**config.mk**
```make
export PLATFORM = sky130hd
export DESIGN_NAME = lnds_search
export DESIGN_NICKNAME = d
export VERILOG_FILES = /design/src/rtl/lnds_pkg.sv /design/src/rtl/lnds_search.sv
export SDC_FILE = /design/constraint.sdc
export NUM_CORES = 1
export LEC_CHECK = 0
export BUFFER_PORTS_ARGS = -buffer_cell sky130_fd_sc_hd__buf_2
export CAP_MARGIN = 20
export CELL_PAD_IN_SITES_DETAIL_PLACEMENT = 0
export CELL_PAD_IN_SITES_GLOBAL_PLACEMENT = 1
export CORE_UTILIZATION = 39
export CTS_CLUSTER_DIAMETER = 40
export DETAILED_ROUTE_END_ITERATION = 10
export PLACE_DENSITY = 0.92
export REMOVE_ABC_BUFFERS = 1
export SYNTH_ARGS = -nofsm -noshare
export SYNTH_HDL_FRONTEND = slang
export SYNTH_SLANG_ARGS = --single-unit
```
**constraint.sdc**
```tcl
create_clock -name clk -period 5.9 [get_ports clk]
set_input_delay 0 -clock clk [delete_from_list [all_inputs] [get_ports clk]]
set_output_delay 0 -clock clk [all_outputs]
set_load 0.1 [all_outputs]
```
**src/rtl/lnds_pkg.sv**
```systemverilog
// shared types and constants for the longest non-decreasing subsequence unit
// no dependencies
`default_nettype none

package lnds_pkg;

    localparam int VALUE_IN_W = 32;
    localparam int RUN_W      = 11;

    typedef struct packed {
        logic signed [VALUE_IN_W-1:0] value;
        logic                         start_req;
    } in_item_t;

    typedef struct packed {
        logic [RUN_W-1:0] run_length;
        logic             dropped;
    } out_item_t;

    // commands from the sequencer to the search datapath
    typedef struct packed {
        logic load;
        logic step;
    } search_ctl_t;

    typedef enum logic [1:0] {
        ST_IDLE,
        ST_SEARCH,
        ST_FINISH
    } lnds_state_t;

endpackage

`default_nettype wire

```
**src/rtl/lnds_search.sv**
```systemverilog
// binary search datapath: key register, lo/hi bounds, probe address and the shared comparator
// depends on lnds_pkg
`default_nettype none

module lnds_search #(
    parameter int MAX_LEN     = 1024,
    parameter int VALUE_WIDTH = 32,
    parameter int LEN_W       = $clog2(MAX_LEN + 1),
    parameter int ADDR_W      = $clog2(MAX_LEN)
) (
    input  wire logic                                clk,
    input  wire logic                                rst_n,
    input  wire lnds_pkg::search_ctl_t               ctl,
    input  wire logic [lnds_pkg::VALUE_IN_W-1:0]     value,
    input  wire logic [LEN_W-1:0]                    len_init,
    input  wire logic [VALUE_WIDTH-1:0]              rd_data,
    output logic      [ADDR_W-1:0]                   rd_addr,
    output logic      [VALUE_WIDTH-1:0]              key,
    output logic      [LEN_W-1:0]                    pos,
    output logic                                     last
);

    localparam int InW = lnds_pkg::VALUE_IN_W;

    logic [VALUE_WIDTH-1:0] ext;
    logic [VALUE_WIDTH-1:0] key_reg;
    logic [LEN_W-1:0]       lo_reg, lo_next;
    logic [LEN_W-1:0]       hi_reg, hi_next;
    logic [ADDR_W-1:0]      mid_reg;
    logic [LEN_W-1:0]       span;
    logic [LEN_W-1:0]       mid_wide;
    logic                   greater;

    generate
        if (VALUE_WIDTH <= InW)
        begin : g_narrow
            assign ext = value[VALUE_WIDTH-1:0];
        end
        else
        begin : g_wide
            assign ext = {{(VALUE_WIDTH-InW){value[InW-1]}}, value};
        end
    endgenerate

    // the one comparator: stored tail against the key, both in offset-binary order
    assign greater = rd_data > key_reg;

    always_comb
    begin
        lo_next = lo_reg;
        hi_next = hi_reg;
        if (ctl.load)
        begin
            lo_next = '0;
            hi_next = len_init;
        end
        else if (ctl.step)
        begin
            if (greater)
            begin
                hi_next = LEN_W'(mid_reg);
            end
            else
            begin
                lo_next = LEN_W'(mid_reg) + LEN_W'(1);
            end
        end
    end

    assign span     = hi_next - lo_next;
    assign mid_wide = lo_next + (span >> 1);
    assign rd_addr  = mid_wide[ADDR_W-1:0];
    assign last     = (lo_next == hi_next);
    assign pos      = lo_reg;
    assign key      = key_reg;

    always_ff @(posedge clk or negedge rst_n)
    begin
        if (!rst_n)
        begin
            lo_reg  <= '0;
            hi_reg  <= '0;
            mid_reg <= '0;
        end
        else
        begin
            lo_reg  <= lo_next;
            hi_reg  <= hi_next;
            mid_reg <= mid_wide[ADDR_W-1:0];
        end
    end

    // sign bit flipped so unsigned compare follows signed order
    always_ff @(posedge clk)
    begin
        if (ctl.load)
        begin
            key_reg <= {~ext[VALUE_WIDTH-1], ext[VALUE_WIDTH-2:0]};
        end
    end

endmodule

`default_nettype wire

```
==> results.toml <==
[worst_setup_path]
start_kind = "flop"
endpoint_kind = "primary output"
critPathKind = "reg2out"
crit_path_max_incr_delay_ps = 580
worstPathArrival_ps = 5590
crit_chain = "inv_1 > ha_1 > nand4_1 > or4b_4 > or3b_1 > nand2_2 > o21a_4 > mux2i_1 > nor2_2 > ha_2 > fa_2 > inv_1 > ha_1 > fa_1 > a21o_1 > a21oi_1 > o21bai_1 > a21oi_2 > o21bai_1 > a21oi_1 > xnor2_2 > buf_12"
critPathMaxFanout = 5
path_delay_family = "adder cells"
required_ps = 5900
critPathSlowestCell = "or4b_4"
crit_buf_inv = 3

[sta]
setup_viol = 0
worst_slew_pin_slew_ps = 956
hold_violations = 0
min_period_ps = 5590
relSlewSlack_pct = 35.4
max_freq_mhz = 179
skew_ps = 15.1
final.setup.tns_ps = 0
maxSlewViolCount = 0
post-route-period-util_pct = 94.7

[detailed_routing]
postRouteAntennaNets = 0
drtPass1Iterations = 4
drt_iter0_markers = 168
viasPerCell = 4.96
routedWlPerCell_um = 14.5
routed_wl_um = 10800
drc = 0
routed-via-count = 3709

[floorplan]
die_area_um2 = 11100
die_width_um = 105
coreArea_um2 = 10300
die_h_um = 105
initial_utilization_pct = 40.2
ios = 133
core.rowCount = 37

[clock_network]
htreeDepth = 3
cts_inserted_buffers = 9
clock_latency_ps = 350
cts_tree = "done"
root_buffer = "clkbuf_8"
clock_sinks = 64
clk_pin_slew_ps = 70
cts_buffer_depth = 2

[logic_synthesis]
yosysMostFrequentCell = "inv_1"
synth_edf_count = 32
synth_common_cells = "inv_1 (59), ha_1 (52), nand2_1 (36)"
syn_avg_cell_area_um2 = 9.91
yosysWarnings = 0
synth_area_leaders = "edfxtp_1 (23%), dfrtp_1 (19%), ha_1 (16%)"
synth_area_um2 = 4150
synth_cell_type_count = 49
yosysTopAreaCellShare_pct = 23.1
ys_async_sr_fraction_pct = 50.0
yosys_register_bits = 64
synth_cells = 419
ys_seq_area_share_pct = 42.4
synth_top_area_cell = "edfxtp_1"
synthFlopType = "edfxtp_1"

[layout]
multiInputGateArea_um2 = 2260
diodes = 0
final_net_count = 741
drive_gt1_share_pct = 29.4
num-fill-cells = 894
syn_to_final_growth_pct = 40.1
largest_reg_flops = 32
fin_area_um2 = 5820
seq_area_um2 = 1760

[grt]
grt_pass1_wl_um = 17600
grt_max_degree = 34
grt_pass1_vias = 3776
antenna_found_initial = 0
overflow = 0
track_usage_pct = 20.3

[power_and_ir_drop]
power_density_nw_per_um2 = 542
seqPwrFrac_pct = 20.2
internal-power_mw = 1.37
peakVddDrop_uv = 650
p_leak_nw = 2.91
combinationalPowerShare_pct = 69.1
p_sw_share_pct = 56.5
power.switching_mw = 1.78
p_clk_share_pct = 10.7

[place]
dp.final_hpwl_um = 8210
gp_congestion = 0.928
placed_area_um2 = 5040
port_buffers = 132

[hold_path]
hp-class = "in2reg"

[outcome]
status = "finished clean"

[run]
cap_violations = 0
cell families (layout without fill, tap and decap cells):
| kind of cell | after synthesis | after routing | synth area share [%] |
|---|---|---|---|
| AO/OA/AOI/OAI | 91 | 91 | 13.9 |
| XOR/XNOR | 31 | 31 | 6.54 |
| adder cells (fa/ha/maj) | 54 | 54 | 16.6 |
| buffers and inverters | 67 | 260 | 6.08 |
| flip-flops | 64 | 64 | 42.4 |
| multiplexers | 13 | 13 | 3.19 |
| AND/OR/NAND/NOR | 99 | 99 | 11.2 |
per-layer routing:
layer	vias up	part of all wire [%]	global-route usage (%)
met2	108	50	35.6
met4	0	1.2	5.23
li1	1853	-	-
met1	1736	44	25.0
met3	12	5.3	4.80
met5	-	0	0
power groups by stage:
stage / logic (mW) / registers, mW / clock network (mW)
final: 2.18 / 0.638 / 0.336
after global routing: 2.31 / 0.648 / 0.364
after CTS: 2.12 / 0.636 / 0.343
after detailed placement: 2.07 / 0.645 / 0
after global placement: 2.05 / 0.641 / 0
after floorplan: 1.38 / 0.862 / 0
worst reg2reg max path: stages (launching register included):
cell,delay (ps)
edfxtp_1,360
inv_1,50
ha_1,270
nand4_1,160
or4b_4,580
or3b_1,410
nand2_2,130
o21a_4,170
mux2i_1,220
nor2_2,80
ha_2,240
fa_2,530
inv_1,40
ha_1,200
fa_1,410
a21o_1,170
a21oi_1,210
o21bai_1,110
a21oi_2,190
o21bai_1,90
a21oi_1,230
xnor2_2,180
stage by stage:
stage	hold WS (ps)	setup WS (ps)	util [%]	cells	power (mW)
global placement	95.9	275	48.8	682	2.69
CTS	173	19.9	54.8	742	3.10
global route	216	-34.8	56.4	748	3.32
detailed placement	101	189	48.8	682	2.72
floorplan	-296	-1610	-	411	2.24
finish	212	315	56.4	748	3.15
final cells by class:
class                   count  share of cell area [%]
clock buffers              14                    2.79
clock inverters             1                  0.0860
inverters                  59                    3.80
multi-input cells         288                    38.8
flip-flops and latches     64                    30.3
well taps                 136                    2.92
repair buffers            186                    21.4
path summary, 6_finish.rpt:
path | end | from | depth (start not counted) | slack, ps
worst max-delay path | rd_addr[8] | key[28]$_DFFE_PP_ | 22 | 310
max in group asynchronous | hi_reg[2]$_DFF_PN0_ | rst_n | 2 | 5150
worst max register to register | mid_reg[8]$_DFF_PN0_ | key[28]$_DFFE_PP_ | 21 | 770
worst min-delay path | pos[10]$_DFF_PN0_ | ctl[1] | 2 | 210
min in group asynchronous | asynchronous set/reset pin | rst_n | 2 | 280
worst min register to register | flop | flop | 2 | 580
placed cells by master, fill, tap and decap left out, drive strengths merged, types with 2 or more instances in the layout:
cell / count
clkbuf: 14
mux2i: 11
a311oi: 3
o31a: 2
a21o: 5
inv: 59
nand2b: 4
and4: 2
a21oi: 35
dfrtp: 32
nor2: 24
and3: 4
nand2: 36
o211ai: 3
nand4: 6
o21bai: 5
o21a: 2
edfxtp: 32
nor2b: 3
nand3: 12
xor2: 11
a31oi: 2
dlygate4sd3: 44
buf: 142
fa: 2
o21ai: 26
xnor2: 20
mux2: 2
ha: 52
or3: 2
repair_timing:
| action | 4_1_cts | 5_1_grt |
|---|---|---|
| hold buffers | 44 | 0 |
| setup buffers | 1 | 6 |
| endpoints found under the hold margin | 75 | 0 |
| pin swaps | 1 | 6 |
| resized for setup | 2 | 27 |
| endpoints found under the setup margin | 2 | 5 |
Note: power is estimated with default switching activity, not from simulation.
